<file path="config.mk">
export PLATFORM = sky130hd
export DESIGN_NAME = sync_length_frame_receiver_flat
export DESIGN_NICKNAME = d
export VERILOG_FILES = /design/src/rtl/slfr_pkg.sv /design/src/rtl/slfr_stream_if.sv /design/src/rtl/slfr_regs.sv /design/src/rtl/sync_length_frame_receiver.sv /design/src/flat_wrapper.sv
export SDC_FILE = /design/constraint.sdc
export NUM_CORES = 1
export LEC_CHECK = 0
export BUFFER_PORTS_ARGS = -buffer_cell sky130_fd_sc_hd__buf_2
export CORE_MARGIN = 3
export CORE_UTILIZATION = 40
export CTS_CLUSTER_DIAMETER = 30
export DETAILED_ROUTE_END_ITERATION = 7
export GPL_TIMING_DRIVEN = 0
export PLACE_DENSITY = 0.71
export RECOVER_POWER = 100
export SETUP_SLACK_MARGIN = 0.2
export SYNTH_ARGS = -nofsm -noshare
export SYNTH_HDL_FRONTEND = slang
export SYNTH_SLANG_ARGS = --single-unit
</file>
<file path="constraint.sdc">
create_clock -name i_clk -period 3.8 [get_ports i_clk]
set_clock_uncertainty 0.05 [all_clocks]
set_input_delay 0.76 -clock i_clk [delete_from_list [all_inputs] [get_ports i_clk]]
set_output_delay 0.76 -clock i_clk [all_outputs]
set_load 0.005 [all_outputs]
</file>
<file path="src/rtl/slfr_pkg.sv">
package slfr_pkg;

    localparam int unsigned ADDR_W = 4;
    localparam int unsigned DATA_W = 32;

    // register indexes (byte address = 4 * index)
    localparam logic [1:0] REG_SYNC_FIRST  = 2'd0;
    localparam logic [1:0] REG_SYNC_SECOND = 2'd1;
    localparam logic [1:0] REG_MAX_PAYLOAD = 2'd2;

    localparam logic [7:0]  SYNC_FIRST_RST  = 8'h94;
    localparam logic [7:0]  SYNC_SECOND_RST = 8'hC3;
    localparam logic [15:0] MAX_PAYLOAD_RST = 16'd512;

    typedef struct packed {
        logic [7:0]  sync_first;
        logic [7:0]  sync_second;
        logic [15:0] max_payload;
    } t_cfg;

endpackage

</file>
<file path="src/rtl/slfr_stream_if.sv">
interface slfr_in_if;
    logic       valid;
    logic       ready;
    logic [7:0] rx_byte;

    modport source (output valid, output rx_byte, input ready);
    modport sink (input valid, input rx_byte, output ready);
endinterface

interface slfr_out_if;
    logic        valid;
    logic        ready;
    logic [7:0]  payload_byte;
    logic        first_byte;
    logic        last_byte;
    logic [15:0] frame_length;

    modport source (
        output valid, output payload_byte, output first_byte,
        output last_byte, output frame_length, input ready
    );
    modport sink (
        input valid, input payload_byte, input first_byte,
        input last_byte, input frame_length, output ready
    );
endinterface

</file>
<file path="src/rtl/slfr_regs.sv">
module slfr_regs (
    input  logic                        i_clk,
    input  logic                        i_rst_n,
    input  logic                        psel,
    input  logic                        penable,
    input  logic                        pwrite,
    input  logic [slfr_pkg::ADDR_W-1:0] paddr,
    input  logic [slfr_pkg::DATA_W-1:0] pwdata,
    output logic [slfr_pkg::DATA_W-1:0] prdata,
    output logic                        pready,
    output slfr_pkg::t_cfg              o_cfg
);
    import slfr_pkg::*;

    t_cfg       r_cfg;
    t_cfg       n_cfg;
    logic [1:0] w_index;
    logic       w_write;

    assign w_index = paddr[3:2];
    assign w_write = psel && penable && pwrite;
    assign pready  = 1'b1;

    always_comb begin
        n_cfg = r_cfg;
        if (w_write) begin
            case (w_index)
                REG_SYNC_FIRST:  n_cfg.sync_first  = pwdata[7:0];
                REG_SYNC_SECOND: n_cfg.sync_second = pwdata[7:0];
                REG_MAX_PAYLOAD: n_cfg.max_payload = pwdata[15:0];
                default:         n_cfg = r_cfg;
            endcase
        end
    end

    always_comb begin
        case (w_index)
            REG_SYNC_FIRST:  prdata = {24'd0, r_cfg.sync_first};
            REG_SYNC_SECOND: prdata = {24'd0, r_cfg.sync_second};
            REG_MAX_PAYLOAD: prdata = {16'd0, r_cfg.max_payload};
            default:         prdata = '0;
        endcase
    end

    always_ff @(posedge i_clk) begin
        if (!i_rst_n) begin
            r_cfg.sync_first  <= SYNC_FIRST_RST;
            r_cfg.sync_second <= SYNC_SECOND_RST;
            r_cfg.max_payload <= MAX_PAYLOAD_RST;
        end else begin
            r_cfg <= n_cfg;
        end
    end

    assign o_cfg = r_cfg;

endmodule

</file>
<file path="src/rtl/sync_length_frame_receiver.sv">
// Length-prefixed frame extractor for a byte stream. It hunts for the two
// sync bytes, reads a big-endian 16-bit length, and forwards each payload
// byte as one result request carrying first/last marks and the frame length.
// Frames whose length is zero or above max_payload are dropped silently.
// The header parser and counter update sit in front of a single output
// register, so a byte is accepted each cycle while that register is empty
// or is being taken in the same cycle. While a result waits with the output
// side stalled, input stalls as well, header bytes included.
// Registers (APB): 0x0 sync_first, 0x4 sync_second, 0x8 max_payload.
module sync_length_frame_receiver (
    input  logic                        i_clk,
    input  logic                        i_rst_n,
    slfr_in_if.sink                     i_rx,
    slfr_out_if.source                  o_res,
    input  logic                        psel,
    input  logic                        penable,
    input  logic                        pwrite,
    input  logic [slfr_pkg::ADDR_W-1:0] paddr,
    input  logic [slfr_pkg::DATA_W-1:0] pwdata,
    output logic [slfr_pkg::DATA_W-1:0] prdata,
    output logic                        pready
);
    import slfr_pkg::*;

    localparam logic [2:0] PH_HUNT1   = 3'd0;
    localparam logic [2:0] PH_HUNT2   = 3'd1;
    localparam logic [2:0] PH_LEN_HI  = 3'd2;
    localparam logic [2:0] PH_LEN_LO  = 3'd3;
    localparam logic [2:0] PH_PAYLOAD = 3'd4;

    t_cfg w_cfg;

    logic [2:0]  r_phase, n_phase;
    logic [15:0] r_length, n_length;
    logic [15:0] r_count, n_count;

    logic        r_out_valid, n_out_valid;
    logic [7:0]  r_out_byte, n_out_byte;
    logic        r_out_first, n_out_first;
    logic        r_out_last, n_out_last;
    logic [15:0] r_out_len, n_out_len;

    logic        w_accept;
    logic        w_emit;
    logic [15:0] w_full_len;
    logic [16:0] w_next_count;
    logic        w_last;

    slfr_regs u_regs (
        .i_clk   (i_clk),
        .i_rst_n (i_rst_n),
        .psel    (psel),
        .penable (penable),
        .pwrite  (pwrite),
        .paddr   (paddr),
        .pwdata  (pwdata),
        .prdata  (prdata),
        .pready  (pready),
        .o_cfg   (w_cfg)
    );

    assign i_rx.ready = !r_out_valid || o_res.ready;
    assign w_accept   = i_rx.valid && i_rx.ready;

    assign w_full_len   = {r_length[15:8], i_rx.rx_byte};
    assign w_next_count = {1'b0, r_count} + 17'd1;
    assign w_last       = w_next_count >= {1'b0, r_length};

    always_comb begin
        n_phase  = r_phase;
        n_length = r_length;
        n_count  = r_count;
        w_emit   = 1'b0;
        if (w_accept) begin
            case (r_phase)
                PH_HUNT2: begin
                    n_phase = (i_rx.rx_byte == w_cfg.sync_second) ? PH_LEN_HI : PH_HUNT1;
                end
                PH_LEN_HI: begin
                    n_length = {i_rx.rx_byte, 8'd0};
                    n_phase  = PH_LEN_LO;
                end
                PH_LEN_LO: begin
                    n_length = w_full_len;
                    if (w_full_len == 16'd0 || w_full_len > w_cfg.max_payload) begin
                        n_phase = PH_HUNT1;
                    end else begin
                        n_count = 16'd0;
                        n_phase = PH_PAYLOAD;
                    end
                end
                PH_PAYLOAD: begin
                    w_emit  = 1'b1;
                    n_count = w_next_count[15:0];
                    if (w_last) begin
                        n_phase = PH_HUNT1;
                    end
                end
                default: begin
                    // unused codes behave as the first-sync hunt
                    n_phase = (i_rx.rx_byte == w_cfg.sync_first) ? PH_HUNT2 : PH_HUNT1;
                end
            endcase
        end
    end

    always_comb begin
        n_out_valid = r_out_valid && !o_res.ready;
        n_out_byte  = r_out_byte;
        n_out_first = r_out_first;
        n_out_last  = r_out_last;
        n_out_len   = r_out_len;
        if (w_emit) begin
            n_out_valid = 1'b1;
            n_out_byte  = i_rx.rx_byte;
            n_out_first = (r_count == 16'd0);
            n_out_last  = w_last;
            n_out_len   = r_length;
        end
    end

    always_ff @(posedge i_clk) begin
        if (!i_rst_n) begin
            r_phase     <= PH_HUNT1;
            r_length    <= 16'd0;
            r_count     <= 16'd0;
            r_out_valid <= 1'b0;
        end else begin
            r_phase     <= n_phase;
            r_length    <= n_length;
            r_count     <= n_count;
            r_out_valid <= n_out_valid;
        end
    end

    always_ff @(posedge i_clk) begin
        r_out_byte  <= n_out_byte;
        r_out_first <= n_out_first;
        r_out_last  <= n_out_last;
        r_out_len   <= n_out_len;
    end

    assign o_res.valid        = r_out_valid;
    assign o_res.payload_byte = r_out_byte;
    assign o_res.first_byte   = r_out_first;
    assign o_res.last_byte    = r_out_last;
    assign o_res.frame_length = r_out_len;

endmodule
</file>
<file path="src/flat_wrapper.sv">
// flat-port wrapper written by rule: the top's interface ports become plain ports
module sync_length_frame_receiver_flat import slfr_pkg::*;
  (i_clk, i_rst_n, psel, penable, pwrite, paddr, pwdata, prdata, pready, i_rx_valid, i_rx_rx_byte, i_rx_ready, o_res_valid, o_res_payload_byte, o_res_first_byte, o_res_last_byte, o_res_frame_length, o_res_ready);
  slfr_in_if i_rx_i ();
  slfr_out_if o_res_i ();
  input  logic i_clk;
  input  logic i_rst_n;
  input  logic psel;
  input  logic penable;
  input  logic pwrite;
  input  logic [slfr_pkg::ADDR_W-1:0] paddr;
  input  logic [slfr_pkg::DATA_W-1:0] pwdata;
  output logic [slfr_pkg::DATA_W-1:0] prdata;
  output logic pready;
  input wire logic [$bits(i_rx_i.valid)-1:0] i_rx_valid;
  input wire logic [$bits(i_rx_i.rx_byte)-1:0] i_rx_rx_byte;
  output wire logic [$bits(i_rx_i.ready)-1:0] i_rx_ready;
  output wire logic [$bits(o_res_i.valid)-1:0] o_res_valid;
  output wire logic [$bits(o_res_i.payload_byte)-1:0] o_res_payload_byte;
  output wire logic [$bits(o_res_i.first_byte)-1:0] o_res_first_byte;
  output wire logic [$bits(o_res_i.last_byte)-1:0] o_res_last_byte;
  output wire logic [$bits(o_res_i.frame_length)-1:0] o_res_frame_length;
  input wire logic [$bits(o_res_i.ready)-1:0] o_res_ready;
  assign i_rx_i.valid = i_rx_valid;
  assign i_rx_i.rx_byte = i_rx_rx_byte;
  assign i_rx_ready = i_rx_i.ready;
  assign o_res_valid = o_res_i.valid;
  assign o_res_payload_byte = o_res_i.payload_byte;
  assign o_res_first_byte = o_res_i.first_byte;
  assign o_res_last_byte = o_res_i.last_byte;
  assign o_res_frame_length = o_res_i.frame_length;
  assign o_res_i.ready = o_res_ready;
  sync_length_frame_receiver u_core (.i_clk(i_clk), .i_rst_n(i_rst_n), .i_rx(i_rx_i), .o_res(o_res_i), .psel(psel), .penable(penable), .pwrite(pwrite), .paddr(paddr), .pwdata(pwdata), .prdata(prdata), .pready(pready));
endmodule
</file>
==> results of run 1 <==
[sequential cells by signal (all words and copies together) (netlist names)]
| register | count |
|---|---|
| u_core.o_res.frame_length | 16 |
| u_core.o_res.last_byte | 1 |
| u_core.u_regs.o_cfg | 32 |
| u_core.r_length | 16 |
| u_core.o_res.first_byte | 1 |
| u_core.o_res.payload_byte | 8 |
| u_core.r_count | 16 |
| u_core.r_phase | 3 |
| u_core.o_res.valid | 1 |
[cell usage after synthesis (3+ instances only)]
cell / number / share of area [%]
a21boi_0: 26 / 3.8
a21o_1: 3 / 0.44
a21oi_1: 13 / 1.3
and2_1: 12 / 1.5
buf_4: 17 / 2.5
clkbuf_1: 15 / 1.1
dfxtp_1: 68 / 27
edfxtp_1: 26 / 15
ha_1: 34 / 8.4
inv_1: 34 / 2.5
mux2i_1: 23 / 4.5
nand2_1: 96 / 7.1
nand2b_1: 4 / 0.49
nand3_1: 29 / 2.9
nand4_1: 12 / 1.5
nor2_1: 41 / 3.0
nor2b_1: 10 / 1.2
nor3b_2: 3 / 0.74
nor4_1: 9 / 1.1
o21ai_0: 15 / 1.5
or2_2: 3 / 0.37
xnor2_1: 21 / 3.6
xor2_1: 23 / 4.0
[metrics by stage]
stage          util [%]  hold slack, ns  setup WS (ns)
4_1_cts            49.4           0.433          0.665
2_1_floorplan         -           0.379           1.11
5_1_grt            48.8           0.448          0.202
3_3_place_gp       47.0           0.420          0.773
6_report           48.8           0.430          0.332
3_5_place_dp       47.0           0.425          0.697
[final cells by class]
type,count,area (um^2),area share (%)
well taps,168,210,3.53
repair buffers,76,338,5.67
flip-flops and latches,94,2140,36.0
clock inverters,6,62.6,1.05
plain buffers,35,196,3.30
inverters,35,131,2.20
multi-input cells,418,2650,44.5
clock buffers,10,229,3.84
[logic make-up (layout without fill, tap and decap cells)]
group | count (synthesis) | in the layout
AND/OR/NAND/NOR | 231 | 231
flip-flops | 94 | 94
XOR/XNOR | 44 | 44
multiplexers | 23 | 23
other | 2 | 17
AO/OA/AOI/OAI | 69 | 69
adder cells (fa/ha/maj) | 34 | 34
buffers and inverters | 70 | 162
[report_power, final]
group / switching (uW) / internal (uW) / total (uW) / leakage, uW
clock: 387 / 508 / 894 / 0.000134
sequential: 4.56 / 1030 / 1030 / 0.000762
combinational: 75.5 / 52.7 / 128 / 0.00143
total: 467 / 1590 / 2060 / 0.00232
[metal layers]
metal	routed length, um	part of all wire (%)
met5	0	0
met4	352	2.9
met3	604	5.0
met2	5690	47
met1	5560	46
[critical path: cells and delay by family]
family	cells	cell delay [ns]
compound gates	5	1.59
buf+inv	2	0.83
fa+ha+maj	1	0.34
simple gates	1	0.11
[final timing paths]
| path | end | cells after the start | slack (ns) | startpoint |
|---|---|---|---|---|
| setup / recovery | u_core.r_count[5]$_SDFFE_PN0P_ | 9 | 0.33 | i_rx_rx_byte[7] |
| hold / removal | u_core.u_regs.o_cfg[15]$_SDFFE_PN0P_ | 2 | 0.43 | u_core.u_regs.o_cfg[15]$_SDFFE_PN0P_ |
| setup reg to reg | u_core.r_phase[1]$_SDFFE_PN0P_ | 13 | 0.66 | u_core.r_count[0]$_SDFFE_PN0P_ |
| hold reg to reg | u_core.u_regs.o_cfg[15]$_SDFFE_PN0P_ | 2 | 0.43 | u_core.u_regs.o_cfg[15]$_SDFFE_PN0P_ |
==> impl_metrics.py, run 1 <==
metrics = {
    "setup_path": {
        "crit_path_cell_trace": "clkbuf_1 -> ha_1 -> a21oi_1 -> o21ai_1 -> a221o_1 -> o31a_2 -> o21ai_0 -> clkbuf_1 -> nor2_1",
        "worstPathArrival_ns": 3.63,
        "critical-path-max-stage-delay_ns": 0.69,
        "cp_max_fo": 10,
        "cp-start-kind": "input port",
        "timing.critical_path.mode_cell": "clkbuf_1",
        "cp.required_ns": 3.97,
        "critPathCaptureType": "register",
        "path_class": "input port to register",
        "cp_slowest_cell": "o21ai_0",
    },
    "routing": {
        "wire_per_inst_um": 14.5,
        "drc": 0,
        "ant_nets": 0,
        "drt-pass1-iter-count": 5,
        "first_iter_violations": 198,
        "via_per_inst": 5.03,
        "vias": 4233,
        "wl_um": 12200,
    },
    "synthesis": {
        "synthMuxAreaShare_pct": 4.52,
        "async_reset_ff_share_pct": 0,
        "yosysWarningCount": 0,
        "synthAdderAreaFrac_pct": 8.35,
        "postSynthCellCount": 567,
        "avgSynthCellArea_um2": 8.98,
        "synth_top_family_by_area": "simple AND/OR/NAND/NOR gates",
        "synth-xor-area-share_pct": 7.57,
        "seq_area_frac_synth_pct": 42.1,
        "ys_seq_elements": 94,
        "synthesis.area_um2": 5090,
        "ys_types": 46,
        "synth-compound-area-share_pct": 9.12,
        "synth_edf_count": 26,
        "synth-main-ff-cell": "dfxtp_1",
        "yosys.area_share.simple_pct": 21.6,
    },
    "cells_and_area": {
        "n_antenna_cell": 0,
        "nets": 754,
        "final_cell_area_um2": 5960,
        "layout_common_cells": "nand2_1 (96), dfxtp_1 (68), clkbuf_1 (52)",
        "syn2layout_area_growth_pct": 17.0,
        "instances_no_fill": 842,
        "drive_gt1_share_pct": 12.5,
        "final_common_cell": "nand2_1",
        "nFillCells": 1209,
    },
    "cts": {
        "clock_tree.root_cell": "clkbuf_16",
        "htreeDepth": 3,
        "clock_latency_ns": 0.35,
        "clock_path_buffers": 2,
        "ctsHoldBuffers": 0,
        "cts_sinks": 94,
        "clk_pin_slew_ns": 0.06,
        "cts_buffers": 9,
        "post_cts_buffers": 0,
        "ctsResizeCount": 0,
        "cts_tree": "built",
    },
    "die": {
        "ioPinCount": 112,
        "die_h_um": 119,
        "initial_core_util_pct": 41.7,
        "dieArea_um2": 14100,
        "core_area_um2": 12200,
        "rows": 40,
        "die_width_um": 119,
    },
    "grt": {
        "busiest_layer": "met2",
        "antenna_found_initial": 0,
        "grt_pass1_wl_um": 20100,
        "grt_max_degree": 36,
        "grt_pass1_vias": 4188,
        "grt.met3_usage_pct": 3.51,
        "gr-usage-met1_pct": 22.9,
        "gr-usage-met2_pct": 28.3,
        "grt_usage_pct": 17.7,
        "grt-ovfl-total": 0,
    },
    "timing": {
        "fmax_ghz": 0.288,
        "finalHoldViolations": 0,
        "tightestPinTransition_ns": 1.25,
        "fin_crit_sh_pct": 91.3,
        "slew_viol_final": 0,
        "setup_tns_ns": 0,
        "slew_headroom_pct": 16.3,
        "rsz0062_at_grt": "false",
        "fin_crit_ns": 3.47,
        "setup_violations": 0,
    },
    "place": {
        "gp_congestion": 0.874,
        "place_area_um2": 5740,
        "place_inst": 826,
        "port_buffers": 76,
        "place_hpwl_um": 9380,
    },
    "worst_hold_path": {
        "hold_path.class": "register to register",
    },
    "pwr": {
        "peakVddDrop_mv": 0.196,
        "power_density_nw_per_um2": 345,
        "fin_total_pwr_uw": 2060,
        "p_leak_uw": 0.00232,
    },
    "status": {
        "status": "complete, no violations",
    },
    "run": {
        "maxCapViolCount": 0,
    },
}
(Power assumes the default switching activity.)
==> run 2: changes to the inputs <==
==> constraint.sdc (replaced) <==
create_clock -name i_clk -period 3.8 [get_ports i_clk]
set_clock_uncertainty 0.05 [all_clocks]
set_input_delay 0.38 -clock i_clk [delete_from_list [all_inputs] [get_ports i_clk]]
set_output_delay 0.38 -clock i_clk [all_outputs]
set_load 0.005 [all_outputs]
==> impl_metrics.py, run 2 (synthesis results as in run 1) <==
metrics = {
    "status": {
        "status": "complete, no violations",
    },
    "cts": {
        "ctsResizeCount": 0,
        "cts_tree": "built",
        "htreeDepth": 3,
        "clk_pin_slew_ns": 0.07,
        "clock_path_buffers": 2,
        "cts_sinks": 94,
        "post_cts_buffers": 0,
        "cts_buffers": 9,
        "ctsHoldBuffers": 0,
        "clock_tree.root_cell": "clkbuf_16",
        "clock_latency_ns": 0.35,
    },
    "routing": {
        "drt-pass1-iter-count": 5,
        "drc": 0,
        "first_iter_violations": 203,
        "highest_layer": "met4",
        "wire_per_inst_um": 14.5,
        "route.met3.wl_um": 597,
        "drt-met1-wl_um": 5550,
        "ant_nets": 0,
        "wl_um": 12200,
        "via_per_inst": 5.02,
        "wl_met2_um": 5700,
        "vias": 4228,
    },
    "worst_hold_path": {
        "hold_path.class": "input port to register",
        "hold_depth": 3,
        "min_to": "u_core.u_regs.o_cfg[9]$_SDFFE_PN1P_",
        "worstHoldStart": "pwdata[9]",
    },
    "setup_path": {
        "cp-start-kind": "register",
        "cp_slowest_cell": "dfxtp_1",
        "path_class": "register to register",
        "worstPathArrival_ns": 3.33,
        "crit_path_cell_trace": "ha_1 -> nand3_1 -> nor2_1 -> nand3_1 -> nor2_1 -> xor2_1 -> ha_1 -> a21o_1 -> nand3_1 -> a21oi_1 -> a211oi_1 -> a31o_2 -> o21ai_0",
        "rrSetupSlack_ns": 0.66,
        "critical-path-max-stage-delay_ns": 0.44,
        "critPathCaptureType": "register",
        "r2r_end": "u_core.r_phase[1]$_SDFFE_PN0P_",
        "timing.critical_path.mode_cell": "nand3_1",
        "cp.required_ns": 3.99,
        "r2r-start": "u_core.r_count[0]$_SDFFE_PN0P_",
        "cp_max_fo": 6,
        "rr_worst_depth": 13,
    },
    "die": {
        "core_area_um2": 12200,
        "dieArea_um2": 14100,
        "rows": 40,
        "die_h_um": 119,
        "ioPinCount": 112,
        "die_width_um": 119,
        "initial_core_util_pct": 41.7,
    },
    "grt": {
        "antenna_found_initial": 0,
        "grt_pass1_wl_um": 20100,
        "grt_pass1_vias": 4188,
        "grt_max_degree": 36,
        "grt_usage_pct": 17.7,
        "grt-ovfl-total": 0,
    },
    "timing": {
        "tightestPinTransition_ns": 1.25,
        "rsz0062_at_grt": "false",
        "finalHoldViolations": 0,
        "setup_tns_ns": 0,
        "fin_crit_sh_pct": 82.6,
        "fin_crit_ns": 3.14,
        "fmax_ghz": 0.319,
        "setup_violations": 0,
        "worst_hold_slack_ns": 0.210,
        "slew_viol_final": 0,
        "slew_headroom_pct": 16.3,
    },
    "pwr": {
        "peakVddDrop_mv": 0.196,
        "power_density_nw_per_um2": 345,
        "p_leak_uw": 0.00233,
    },
    "cells_and_area": {
        "syn2layout_area_growth_pct": 17.0,
        "largest_register_ffs": 32,
        "nFillCells": 1208,
        "nets": 754,
        "n_antenna_cell": 0,
        "layout_common_cells": "nand2_1 (96), dfxtp_1 (68), clkbuf_1 (51)",
        "fin_util_pct": 48.8,
        "drive_gt1_share_pct": 12.6,
        "final_common_cell": "nand2_1",
    },
    "place": {
        "place_hpwl_um": 9380,
        "port_buffers": 76,
        "gp_congestion": 0.874,
    },
    "run": {
        "maxCapViolCount": 0,
    },
}
## run 2: cell count changes in the layout (fill, tap and decap cells not counted), sizes merged
cell    previous run  this run
buf               58        59
clkbuf            63        62
## run 2: through the flow
| step | std cells | power, uW | setup WS [ns] | cell area, um^2 |
|---|---|---|---|---|
| 4_1_cts | 842 | 2070 | 0.665 | 6030 |
| 2_1_floorplan | 582 | 1130 | 1.11 | 5150 |
| 6_report | 842 | 2060 | 0.660 | 5960 |
| 3_3_place_gp | 826 | 1190 | 0.773 | 5740 |
| 3_5_place_dp | 826 | 1190 | 0.697 | 5740 |
| 5_1_grt | 842 | 2130 | 0.395 | 5960 |
## run 2: power breakdown
part / leakage, uW / switching [uW] / internal, uW
registers: 0.000762 / 4.56 / 1030
logic: 0.00143 / 75.4 / 52.8
clock network: 0.000134 / 387 / 508
total: 0.00233 / 467 / 1590
## run 2: layout make-up
cell class                      count  area, um^2  share of cell area [%]
Buffer                             35         196                    3.30
Clock buffer                       10         229                    3.84
Clock inverter                      6        62.6                    1.05
Inverter                           35         131                    2.20
Multi-Input combinational cell    418        2650                    44.4
Sequential cell                    94        2140                    35.9
Tap cell                          168         210                    3.53
Timing Repair Buffer               76         339                    5.69
## run 2: worst max path at each step
stage               slack, ns                             end                      startpoint
floorplan                1.11  u_core.r_phase[2]$_SDFFE_PN0P_  u_core.r_count[0]$_SDFFE_PN0P_
global placement         0.77  u_core.r_phase[2]$_SDFFE_PN0P_  u_core.r_count[0]$_SDFFE_PN0P_
detailed placement       0.70  u_core.r_phase[2]$_SDFFE_PN0P_  u_core.r_count[0]$_SDFFE_PN0P_
CTS                      0.66  u_core.r_phase[2]$_SDFFE_PN0P_  u_core.r_count[0]$_SDFFE_PN0P_
global route             0.40  u_core.r_phase[1]$_SDFFE_PN0P_  u_core.r_count[0]$_SDFFE_PN0P_
finish                   0.66  u_core.r_phase[1]$_SDFFE_PN0P_  u_core.r_count[0]$_SDFFE_PN0P_
## run 2: routing by layer
layer | global-route usage [%] | up-vias
met5 | 0 | -
met4 | 8.54 | 0
met3 | 3.51 | 25
met2 | 28.3 | 131
met1 | 22.9 | 1985
li1 | - | 2087
## run 2: worst max-delay path, delay by kind of cell (launching register included)
family / cells / cell delay, ns
compound gates: 5 / 0.90
simple gates: 5 / 0.88
fa+ha+maj: 2 / 0.53
flops: 1 / 0.44
xor+xnor: 1 / 0.23
